**config.mk**
```make
export PLATFORM = sky130hd
export DESIGN_NAME = humidity_sensor_frame_converter
export DESIGN_NICKNAME = d
export VERILOG_FILES = /design/src/design/hsfc_pkg.sv /design/src/design/hsfc_convert.sv /design/src/design/humidity_sensor_frame_converter.sv
export SDC_FILE = /design/constraint.sdc
export NUM_CORES = 1
export LEC_CHECK = 0
export BUFFER_PORTS_ARGS = -buffer_cell sky130_fd_sc_hd__buf_2
export CORE_ASPECT_RATIO = 0.7
export CORE_UTILIZATION = 25
export DETAILED_ROUTE_END_ITERATION = 8
export HOLD_SLACK_MARGIN = 0.1
export MAX_ROUTING_LAYER = met4
export PLACE_DENSITY = 0.45
export SLEW_MARGIN = 20
export SYNTH_ARGS = -nofsm -noshare
export SYNTH_HDL_FRONTEND = slang
export SYNTH_SLANG_ARGS = --single-unit
```
**constraint.sdc**
```tcl
create_clock -name aclk -period 13.1 [get_ports aclk]
set_input_delay 1.31 -clock aclk [delete_from_list [all_inputs] [get_ports aclk]]
set_output_delay 1.31 -clock aclk [all_outputs]
set_load 0.02 [all_outputs]
```
**src/design/hsfc_pkg.sv**
```systemverilog
package hsfc_pkg;

    // Frame kind carried in req_type
    typedef enum logic {
        KIND_TEMP = 1'b0,
        KIND_HUMI = 1'b1
    } frame_kind_t;

    // Result status codes
    typedef enum logic [1:0] {
        STATUS_OK      = 2'd0,
        STATUS_CRC     = 2'd1,
        STATUS_NO_TEMP = 2'd2
    } status_t;

    typedef struct packed {
        frame_kind_t req_type;
        logic [7:0]  data_high;
        logic [7:0]  data_low;
        logic [7:0]  check_byte;
    } in_item_t;

    typedef struct packed {
        logic signed [14:0] value;
        status_t            status;
    } out_item_t;

    // Update of the held temperature, from the converter to the state registers
    typedef struct packed {
        logic               load_temp;
        logic               clear_present;
        logic signed [14:0] temp;
    } hold_upd_t;

    localparam logic [7:0]  CRC_POLY     = 8'h31;
    localparam logic [15:0] TEMP_SCALE   = 16'd17572;
    localparam logic [15:0] TEMP_OFFSET  = 16'd4685;
    localparam logic [15:0] HUM_SCALE    = 16'd12500;
    localparam logic [15:0] HUM_OFFSET   = 16'd600;
    localparam logic [15:0] HUM_REF_TEMP = 16'd2500;
    // 15/100 reduces to 3/20; floor(x/20) = (x * 52429) >> 20 for x < 262144
    localparam logic [15:0] DIV20_RECIP  = 16'd52429;
    localparam int          DIV20_SHIFT  = 20;

    // CRC-8, MSB first, no reflection, one byte
    function automatic logic [7:0] crc8_byte(input logic [7:0] crc_in,
                                             input logic [7:0] data);
        logic [7:0] c;
        c = crc_in ^ data;
        for (int i = 0; i < 8; i++) begin
            c = c[7] ? ({c[6:0], 1'b0} ^ CRC_POLY) : {c[6:0], 1'b0};
        end
        return c;
    endfunction

endpackage

```
**src/design/hsfc_convert.sv**
```systemverilog
module hsfc_convert (
    input  hsfc_pkg::in_item_t         frame,
    input  logic signed [14:0]         held_temp,
    input  logic                       temp_present,
    output hsfc_pkg::out_item_t        result,
    output hsfc_pkg::hold_upd_t        upd
);

    logic [15:0]        raw;
    logic               crc_ok;
    logic [30:0]        temp_prod;
    logic signed [15:0] temp_val;
    logic [29:0]        hum_prod;
    logic signed [16:0] diff;
    logic signed [16:0] n3;
    logic               n3_neg;
    logic [16:0]        n3_abs;
    logic [31:0]        q_prod;
    logic [10:0]        q_abs;
    logic signed [15:0] q_term;
    logic signed [15:0] hum_val;

    assign raw    = {frame.data_high, frame.data_low};
    assign crc_ok = hsfc_pkg::crc8_byte(hsfc_pkg::crc8_byte(8'h00, frame.data_high),
                                        frame.data_low) == frame.check_byte;

    // Temperature: floor(17572*raw/65536) - 4685
    assign temp_prod = 31'(raw) * 31'(hsfc_pkg::TEMP_SCALE);
    assign temp_val  = signed'({1'b0, temp_prod[30:16]})
                     - signed'(hsfc_pkg::TEMP_OFFSET);

    // Humidity base: floor(12500*raw/65536) - 600
    assign hum_prod = 30'(raw) * 30'(hsfc_pkg::HUM_SCALE);

    // Correction -(3*(2500-T))/20, truncated toward zero, from the held register
    assign diff   = signed'({1'b0, hsfc_pkg::HUM_REF_TEMP}) - 17'(held_temp);
    assign n3     = (diff <<< 1) + diff;
    assign n3_neg = n3[16];
    assign n3_abs = n3_neg ? 17'(-n3) : 17'(n3);
    assign q_prod = 32'(n3_abs) * 32'(hsfc_pkg::DIV20_RECIP);
    assign q_abs  = q_prod[hsfc_pkg::DIV20_SHIFT +: 11];
    assign q_term = n3_neg ? signed'({5'b0, q_abs}) : -signed'({5'b0, q_abs});

    assign hum_val = signed'({2'b0, hum_prod[29:16]})
                   - signed'(hsfc_pkg::HUM_OFFSET) + q_term;

    always_comb begin
        result.value       = '0;
        result.status      = hsfc_pkg::STATUS_OK;
        upd.load_temp      = 1'b0;
        upd.clear_present  = 1'b0;
        upd.temp           = temp_val[14:0];
        if (frame.req_type == hsfc_pkg::KIND_TEMP) begin
            if (crc_ok) begin
                result.value  = temp_val[14:0];
                upd.load_temp = 1'b1;
            end else begin
                result.status = hsfc_pkg::STATUS_CRC;
            end
        end else if (!temp_present) begin
            result.status = hsfc_pkg::STATUS_NO_TEMP;
        end else begin
            // humidity always consumes the held temperature
            upd.clear_present = 1'b1;
            if (crc_ok) begin
                result.value = hum_val[14:0];
            end else begin
                result.status = hsfc_pkg::STATUS_CRC;
            end
        end
    end

endmodule

```
**src/design/humidity_sensor_frame_converter.sv**
```systemverilog
// Channel  Direction  Payload                                       Handshake
// s_       in         req_type, data_high, data_low, check_byte     s_valid / s_ready
// m_       out        value (signed 15), status (2)                 m_valid / m_ready
//
// One frame per cycle sustained while m_ready is held high; each frame passes
// the input register, then the result register after the CRC and conversion
// logic, before m_valid rises for it. aresetn (synchronous, active low) empties
// both registers and drops the held temperature. A stall on m_ blocks s_ only
// once both registers are full.
module humidity_sensor_frame_converter (
    input  logic                aclk,
    input  logic                aresetn,
    input  logic                s_valid,
    output logic                s_ready,
    input  hsfc_pkg::in_item_t  s_item,
    output logic                m_valid,
    input  logic                m_ready,
    output hsfc_pkg::out_item_t m_item
);

    logic                in_valid_reg;
    hsfc_pkg::in_item_t  in_item_reg;
    logic                out_valid_reg;
    hsfc_pkg::out_item_t out_item_reg;
    logic signed [14:0]  held_temp_reg;
    logic                temp_present_reg;

    hsfc_pkg::out_item_t result;
    hsfc_pkg::hold_upd_t upd;
    logic                advance;

    hsfc_convert u_convert (
        .frame        (in_item_reg),
        .held_temp    (held_temp_reg),
        .temp_present (temp_present_reg),
        .result       (result),
        .upd          (upd)
    );

    assign advance = in_valid_reg && (!out_valid_reg || m_ready);
    assign s_ready = !in_valid_reg || advance;
    assign m_valid = out_valid_reg;
    assign m_item  = out_item_reg;

    always_ff @(posedge aclk) begin
        if (!aresetn) begin
            in_valid_reg     <= 1'b0;
            out_valid_reg    <= 1'b0;
            held_temp_reg    <= '0;
            temp_present_reg <= 1'b0;
        end else begin
            if (s_valid && s_ready) begin
                in_valid_reg <= 1'b1;
            end else if (advance) begin
                in_valid_reg <= 1'b0;
            end
            if (advance) begin
                out_valid_reg <= 1'b1;
                if (upd.load_temp) begin
                    held_temp_reg    <= upd.temp;
                    temp_present_reg <= 1'b1;
                end else if (upd.clear_present) begin
                    temp_present_reg <= 1'b0;
                end
            end else if (m_ready) begin
                out_valid_reg <= 1'b0;
            end
        end
    end

    // payload registers: load on transfer, hold otherwise
    always_ff @(posedge aclk) begin
        if (s_valid && s_ready) begin
            in_item_reg <= s_item;
        end
        if (advance) begin
            out_item_reg <= result;
        end
    end

    assert property (@(posedge aclk) disable iff (!aresetn)
        out_valid_reg && out_item_reg.status != hsfc_pkg::STATUS_OK
            |-> out_item_reg.value == '0)
        else $error("error result carries a nonzero value");

    assert property (@(posedge aclk) disable iff (!aresetn)
        advance && in_item_reg.req_type == hsfc_pkg::KIND_HUMI |=> !temp_present_reg)
        else $error("humidity frame left a temperature held");

    assert property (@(posedge aclk) disable iff (!aresetn)
        advance && in_item_reg.req_type == hsfc_pkg::KIND_TEMP
            && result.status == hsfc_pkg::STATUS_OK
            |=> temp_present_reg && held_temp_reg == out_item_reg.value)
        else $error("good temperature not held");

    assert property (@(posedge aclk) disable iff (!aresetn)
        in_valid_reg && !advance |=> in_valid_reg && $stable(in_item_reg))
        else $error("stalled input register lost its frame");

    assert property (@(posedge aclk) disable iff (!aresetn)
        advance && result.status == hsfc_pkg::STATUS_NO_TEMP |-> !temp_present_reg)
        else $error("no-temperature status while a temperature is held");

endmodule
```
==> results.py, run 1 <==
metrics = {
    "sta": {
        "drv_slew": 0,
        "setup_viol": 0,
        "timing.fmax_mhz": 80.5,
        "period_share_pct": 94.9,
        "slew_headroom_pct": 37.3,
        "timing_hold_violations_final": 0,
        "clock_skew_ns": 0.00517,
        "fin_crit_ns": 12.43,
        "max_slew.worst_pin.slew_ns": 0.941,
        "timing.hold.ws_ns": 0.495,
    },
    "run_status": {
        "status": "finished clean",
    },
    "synthesis": {
        "synth-edff-count": 42,
        "yosys.area.top_type_share_pct": 27.9,
        "ys_seq_area_share_pct": 10.5,
        "syn-num-nets": 2195,
        "netlist_area_um2": 15500,
        "ys_async_sr_fraction_pct": 0,
        "netlist_instances": 1661,
        "yosys_warnings": 0,
        "syn_avg_cell_area_um2": 9.30,
        "synth.distinct_cells": 94,
        "synth-main-ff-cell": "edfxtp_1",
        "yosys.area.top_type": "ha_1",
        "synthTopCellsByArea": "ha_1, fa_1, inv_1",
        "synth_seq_cells": 60,
    },
    "clocking": {
        "cts.reportedPaths.clkPinSlew_ns": 0.05,
        "clock_latency_ns": 0.34,
        "htreeDepth": 3,
        "clock-sinks": 60,
        "cts_root_buffer": "clkbuf_16",
        "cts_tree": "yes",
        "clockBufferDepth": 2,
        "cts_made_buffers": 9,
    },
    "detailed_routing": {
        "viasPerCell": 4.51,
        "vias": 11500,
        "drt_iter0_drc": 618,
        "drcViolationCount": 0,
        "post_drt_wl_per_cell_um": 15.5,
        "routed_wl_mm": 39.5,
        "ant_nets": 0,
        "drtPass1Iterations": 5,
    },
    "worst_setup_path": {
        "crit_path_end": "m_item[16]$_DFFE_PP_",
        "crit_path_top_delay_cell": "or4b_2",
        "endpoint_kind": "register",
        "reg2reg_to": "m_item[16]$_DFFE_PP_",
        "worst-r2r-cell-count": 54,
        "crit_arrival_ns": 12.52,
        "rrSetupSlack_ns": 0.67,
        "crit_top_cell": "ha_1",
        "startpoint": "held_temp_reg[1]$_SDFFE_PN0P_",
        "r2r-start": "held_temp_reg[1]$_SDFFE_PN0P_",
        "cp.required_ns": 13.19,
        "path_class": "register to register",
        "crit_path_max_fanout": 7,
        "start_kind": "register",
        "critical_path.max_stage_delay_ns": 0.70,
    },
    "global_routing": {
        "grt_first_pass_wirelength_mm": 62.5,
        "grt_max_degree": 26,
        "grt_pass1_vias": 11200,
        "grtUsageTotal_pct": 13.0,
        "grt_antenna_before_repair": 0,
        "overflow": 0,
    },
    "place": {
        "dpl.cell_count": 2520,
        "place_hpwl_mm": 34.9,
        "port_buffers": 47,
        "gp_congestion": 0.893,
    },
    "finish": {
        "layout-drive-gt1-share_pct": 9.21,
        "syn2layout_area_growth_pct": 12.2,
        "largest_register_ffs": 25,
        "antenna_cells": 0,
        "stdcell_count": 2545,
        "fin_nets": 2266,
    },
    "floorplan": {
        "dieArea_um2": 62800,
        "coreArea_um2": 60500,
        "die_w_um": 299,
        "rows": 75,
        "die_y_um": 210,
        "initial_core_util_pct": 25.5,
        "ioPinCount": 48,
    },
    "min_path": {
        "whs_path_depth": 2,
        "min_path_type": "register to register",
    },
    "job": {
        "max_cap_viol_count": 0,
    },
}
## cell usage after synthesis, types with 5 or more instances
master / number
and2_1: 17
dfxtp_1: 18
nand2_1: 67
nand2b_1: 15
clkbuf_1: 15
a21boi_0: 5
o31ai_1: 13
ha_1: 344
o21a_1: 11
nor3_1: 28
a211o_1: 6
xnor2_1: 91
and3_1: 11
fa_1: 161
or2_2: 7
nor2_1: 70
inv_1: 367
o21ai_0: 49
nand3_1: 14
nor2b_1: 24
a31oi_1: 13
o22ai_1: 10
buf_2: 5
edfxtp_1: 42
nand4_1: 8
or3_1: 12
a21oi_1: 48
a21o_1: 27
mux2i_1: 12
a211oi_1: 6
xor2_1: 40
## metal layers
metal  up-vias  wire length (um)  part of all wire, %  global-route usage [%]
met1      5554             22600                   57                    21.4
met4         0               359                 0.91                    1.90
li1       5697                 -                    -                       -
met5         -                 0                    0                       -
met2       194             14600                   37                    16.4
met3        22              1890                  4.8                    1.96
## final cells by class
class / instances / area (um^2)
timing repair buffer: 82 / 498
multi-input combinational: 1212 / 12500
sequential: 60 / 1620
tap: 808 / 1010
fill: 6482 / 43200
clock buffer: 12 / 246
inverter: 367 / 1380
clock inverter: 4 / 48.8
## stage by stage
step	area [um^2]	setup TNS (ns)	utilization, %	worst slack (ns)
6_report	17300	0	28.6	0.673
5_1_grt	17300	-0.0383	28.6	-0.0243
4_1_cts	17100	0	28.3	0.229
3_5_place_dp	16800	0	27.8	0.284
3_3_place_gp	16800	0	27.8	0.488
2_1_floorplan	15500	0	-	1.22
## kinds of logic after synthesis
family	synth area share [%]
flip-flops	10.5
AND/OR/NAND/NOR	9.84
AO/OA/AOI/OAI	11.9
buffers and inverters	9.56
XOR/XNOR	8.22
multiplexers	1.17
adder cells (fa/ha/maj)	48.8
## how the worst min path moves through the flow
stage,start,endpoint,slack [ns]
floorplan,temp_present_reg$_SDFFE_PN0P_,temp_present_reg$_SDFFE_PN0P_,0.45
global placement,temp_present_reg$_SDFFE_PN0P_,temp_present_reg$_SDFFE_PN0P_,0.47
detailed placement,temp_present_reg$_SDFFE_PN0P_,temp_present_reg$_SDFFE_PN0P_,0.49
CTS,temp_present_reg$_SDFFE_PN0P_,temp_present_reg$_SDFFE_PN0P_,0.50
global route,in_valid_reg$_SDFFE_PN0P_,m_valid$_SDFFE_PN0P_,0.55
finish,temp_present_reg$_SDFFE_PN0P_,temp_present_reg$_SDFFE_PN0P_,0.49
## placed cells by master (no fill, tap or decap), types with 9 or more instances in the layout
cell / count
nand2b_1: 14
nor2b_1: 22
o22ai_1: 10
buf_2: 47
nor3_1: 27
ha_1: 342
inv_1: 367
buf_4: 35
and3_1: 11
fa_1: 161
xor2_1: 40
nand2_1: 67
o31ai_1: 13
a21oi_1: 48
o21a_1: 11
and2_1: 15
a21o_1: 27
clkbuf_16: 9
or3_1: 11
mux2i_1: 12
nor2_1: 69
edfxtp_1: 42
dfxtp_1: 18
o21ai_0: 46
nand3_1: 14
a31oi_1: 13
xnor2_1: 84
## critical path: cells and delay by family (launching register included)
family | cells | cell delay (ns)
AO/OA/AOI/OAI | 21 | 3.76
XOR/XNOR | 7 | 1.07
adder cells (fa/ha/maj) | 12 | 4.59
buffers and inverters | 5 | 0.43
flip-flops | 1 | 0.39
AND/OR/NAND/NOR | 9 | 1.94
## timing repair
| action | in CTS | in global routing |
|---|---|---|
| hold buffers | 0 | 0 |
| buffers inserted | 0 | 9 |
| resized for setup | 0 | 33 |
| setup endpoints to repair | 0 | 6 |
Power of run 1 is not shown: default switching activity piles up to over one toggle a cycle in this logic, so the estimate is an artifact.
==> inputs of run 2 (changes only) <==
--- a/config.mk
+++ b/config.mk
@@ -15,4 +15,5 @@
 export SLEW_MARGIN = 20
 export SYNTH_ARGS = -nofsm -noshare
 export SYNTH_HDL_FRONTEND = slang
+export SYNTH_HIERARCHICAL = 1
 export SYNTH_SLANG_ARGS = --single-unit
==> run 2 against run 1 <==
  * The run now ends with DRC left
  * Global-route usage grew 0.98 points
  * Final cell count grew 3.2%
  * Die area grew 1.5%
  * Clock-buffer cell count shrank 1
  * Fmax shrank 0.44%
  * Highest routed layer unchanged
  * Utilization is essentially flat
  * Clock skew grew 0.0064 ns
  * Critical endpoint unchanged
==> results.py, run 2 <==
metrics = {
    "sta": {
        "slew_headroom_pct": 46.4,
        "grt_setup_unrepaired": "true",
        "timing.fmax_mhz": 80.1,
        "clock_skew_ns": 0.0116,
        "drv_slew": 0,
        "timing_hold_violations_final": 0,
        "max_slew.worst_pin.slew_ns": 0.784,
        "timing.hold.ws_ns": 0.494,
        "fin_crit_ns": 12.48,
        "period_share_pct": 95.3,
        "setup_viol": 0,
    },
    "synthesis": {
        "netlist_area_um2": 15700,
        "synthTopCellsByArea": "ha_1, fa_1, inv_1",
        "syn_avg_cell_area_um2": 9.11,
        "ys_async_sr_fraction_pct": 0,
        "synth.most_common_cell": "inv_1",
        "synth.area.mux_share_pct": 1.56,
        "synth-main-ff-cell": "edfxtp_1",
        "synth_common_cells": "inv_1, ha_1, fa_1",
        "netlist_instances": 1723,
        "syn-num-nets": 2257,
        "yosys.area_share.simple_pct": 10.7,
        "yosys.area.top_type": "ha_1",
        "synth_compound_area_share_pct": 12.0,
        "synth_top_family_by_area": "adder cells",
        "synth_xor_area_share_pct": 7.66,
        "synth-edff-count": 42,
        "ys_seq_area_share_pct": 10.3,
        "synth.distinct_cells": 88,
        "yosys.area.top_type_share_pct": 27.4,
        "synth_seq_cells": 60,
        "synth-adder-area-share_pct": 48.1,
        "yosys_warnings": 6,
    },
    "floorplan": {
        "die_y_um": 212,
        "coreArea_um2": 61800,
        "rows": 76,
        "dieArea_um2": 63800,
        "die_w_um": 301,
        "ioPinCount": 48,
        "initial_core_util_pct": 25.4,
    },
    "power_and_ir_drop": {
        "leakagePower_nw": 8.79,
        "pwr-share-comb_pct": 87.3,
        "ir_drop_mv": 0.308,
        "p_switching_mw": 1.94,
        "power_mw": 3.56,
        "switching_share_pct": 54.7,
        "power-per-cell-area_nw_per_um2": 201,
        "pwr-share-seq_pct": 6.4,
        "p_int_mw": 1.61,
        "clkPwrFrac_pct": 6.3,
    },
    "job": {
        "max_cap_viol_count": 0,
    },
    "place": {
        "dpl_cell_area_um2": 17100,
        "dpl.cell_count": 2602,
        "place_hpwl_mm": 36.8,
        "gp_congestion": 0.910,
        "port_buffers": 47,
    },
    "clocking": {
        "cts_made_buffers": 9,
        "cts.reportedPaths.clkPinSlew_ns": 0.06,
        "hold_buffers": 0,
        "clock-sinks": 60,
        "cts_tree": "yes",
        "clockBufferDepth": 2,
        "clock_latency_ns": 0.36,
        "cts_root_buffer": "clkbuf_16",
        "htreeDepth": 3,
    },
    "detailed_routing": {
        "drcViolationCount": 2,
        "ant_nets": 0,
        "post_drt_wl_per_cell_um": 15.8,
        "drt_iter0_drc": 748,
        "viasPerCell": 4.54,
        "routed_wl_mm": 41.4,
        "drtPass1Iterations": 9,
        "vias": 11900,
    },
    "finish": {
        "largest_register_ffs": 25,
        "final_common_cell": "inv_1",
        "syn2layout_area_growth_pct": 12.9,
        "multi_input_area_um2": 12800,
        "final_util_pct": 28.7,
        "nFillCells": 6585,
        "fin_area_um2": 17700,
        "stdcell_count": 2627,
        "fin_nets": 2337,
        "mostFrequentLayoutCells": "inv_1, ha_1, fa_1",
        "antenna_cells": 0,
        "layout-drive-gt1-share_pct": 10.2,
        "ff_latch_area_um2": 1620,
    },
    "worst_setup_path": {
        "critical_path.max_stage_delay_ns": 0.55,
        "crit_path_top_delay_cell": "fa_1",
        "startpoint": "held_temp_reg[0]$_SDFFE_PN0P_",
        "crit_path_max_fanout": 6,
        "endpoint_kind": "register",
        "start_kind": "register",
        "cp.required_ns": 13.20,
        "r2r-start": "held_temp_reg[0]$_SDFFE_PN0P_",
        "path_class": "register to register",
        "crit_arrival_ns": 12.58,
    },
    "global_routing": {
        "grt_max_degree": 34,
        "overflow": 0,
        "grt_first_pass_wirelength_mm": 67.2,
        "grtUsageTotal_pct": 14.0,
        "grt_antenna_before_repair": 0,
        "grt_pass1_vias": 12300,
    },
    "run_status": {
        "violations": "DRC",
        "status": "complete, but fails checks",
    },
    "min_path": {
        "min_path_type": "register to register",
        "hp-start": "held_temp_reg[14]$_SDFFE_PN0P_",
    },
}
==> run 2: cell types whose count changed after synthesis, moves of 6 or more <==
cell	previous run	this run
a211oi_1	6	13
nand3_1	14	21
o22ai_1	10	2
nand2_1	67	103
o31ai_1	13	7
nor2b_1	24	13
inv_1	367	373
mux2i_1	12	23
a21oi_1	48	54
==> run 2: final cells by class <==
| type | count | area share [%] |
|---|---|---|
| tap | 819 | 5.78 |
| sequential | 60 | 9.15 |
| timing repair buffer | 92 | 3.25 |
| clock inverter | 5 | 0.219 |
| multi-input combinational | 1267 | 72.4 |
| inverter | 373 | 7.90 |
| clock buffer | 11 | 1.31 |
==> run 2: final timing paths <==
check	end	slack, ns	cells past startpoint
worst max-delay path	m_item[16]$_DFFE_PP_	0.62	51
worst min-delay path	held_temp_reg[14]$_SDFFE_PN0P_	0.49	2
worst max register to register	m_item[16]$_DFFE_PP_	0.62	51
worst min register to register	held_temp_reg[14]$_SDFFE_PN0P_	0.49	2
==> run 2: critical path: cells and delay by family, from the launching register on <==
family                   cells  cell delay, ns
multiplexers                 1            0.10
adder cells (fa/ha/maj)     10            3.95
buffers and inverters        9            0.86
XOR/XNOR                     2            0.31
AO/OA/AOI/OAI               19            4.51
AND/OR/NAND/NOR             10            2.15
flip-flops                   1            0.34
==> run 2: per-stage QoR <==
| stage | worst slack, ns | setup TNS (ns) |
|---|---|---|
| after floorplan | 0.321 | 0 |
| after global placement | -0.519 | -0.560 |
| after detailed placement | -0.600 | -0.740 |
| after CTS | 0.0415 | 0 |
| after global routing | -0.0651 | -0.109 |
| final | 0.618 | 0 |
==> run 2: logic make-up after synthesis <==
group | Yosys count
flip-flops | 60
XOR/XNOR | 134
buffers and inverters | 396
adder cells (fa/ha/maj) | 507
AND/OR/NAND/NOR | 335
multiplexers | 24
AO/OA/AOI/OAI | 267
==> run 2: power groups by stage <==
stage | Clock, mW | Combinational (mW) | Sequential (mW)
global placement | 0 | 2.77 | 0.230
CTS | 0.236 | 2.85 | 0.226
detailed placement | 0 | 2.81 | 0.230
floorplan | 0 | 2.05 | 0.225
global route | 0.241 | 3.46 | 0.227
finish | 0.225 | 3.10 | 0.226
==> run 2: layer usage <==
layer | routed length [um] | track usage, % | vias to the layer above | share of wire, %
li1 | - | - | 5918 | -
met1 | 23200 | 21.8 | 5776 | 56
met2 | 15700 | 18.9 | 210 | 38
met3 | 2220 | 2.26 | 15 | 5.3
met4 | 291 | 2.00 | 0 | 0.70
met5 | 0 | - | - | 0
==> run 2: what timing repair did <==
item	4_1_cts	5_1_grt
gates cloned	0	0
resized for setup	10	52
setup buffers	0	9
endpoints found under the setup margin	3	6
pin swaps	0	12
Power figures use the tool's default switching activity.
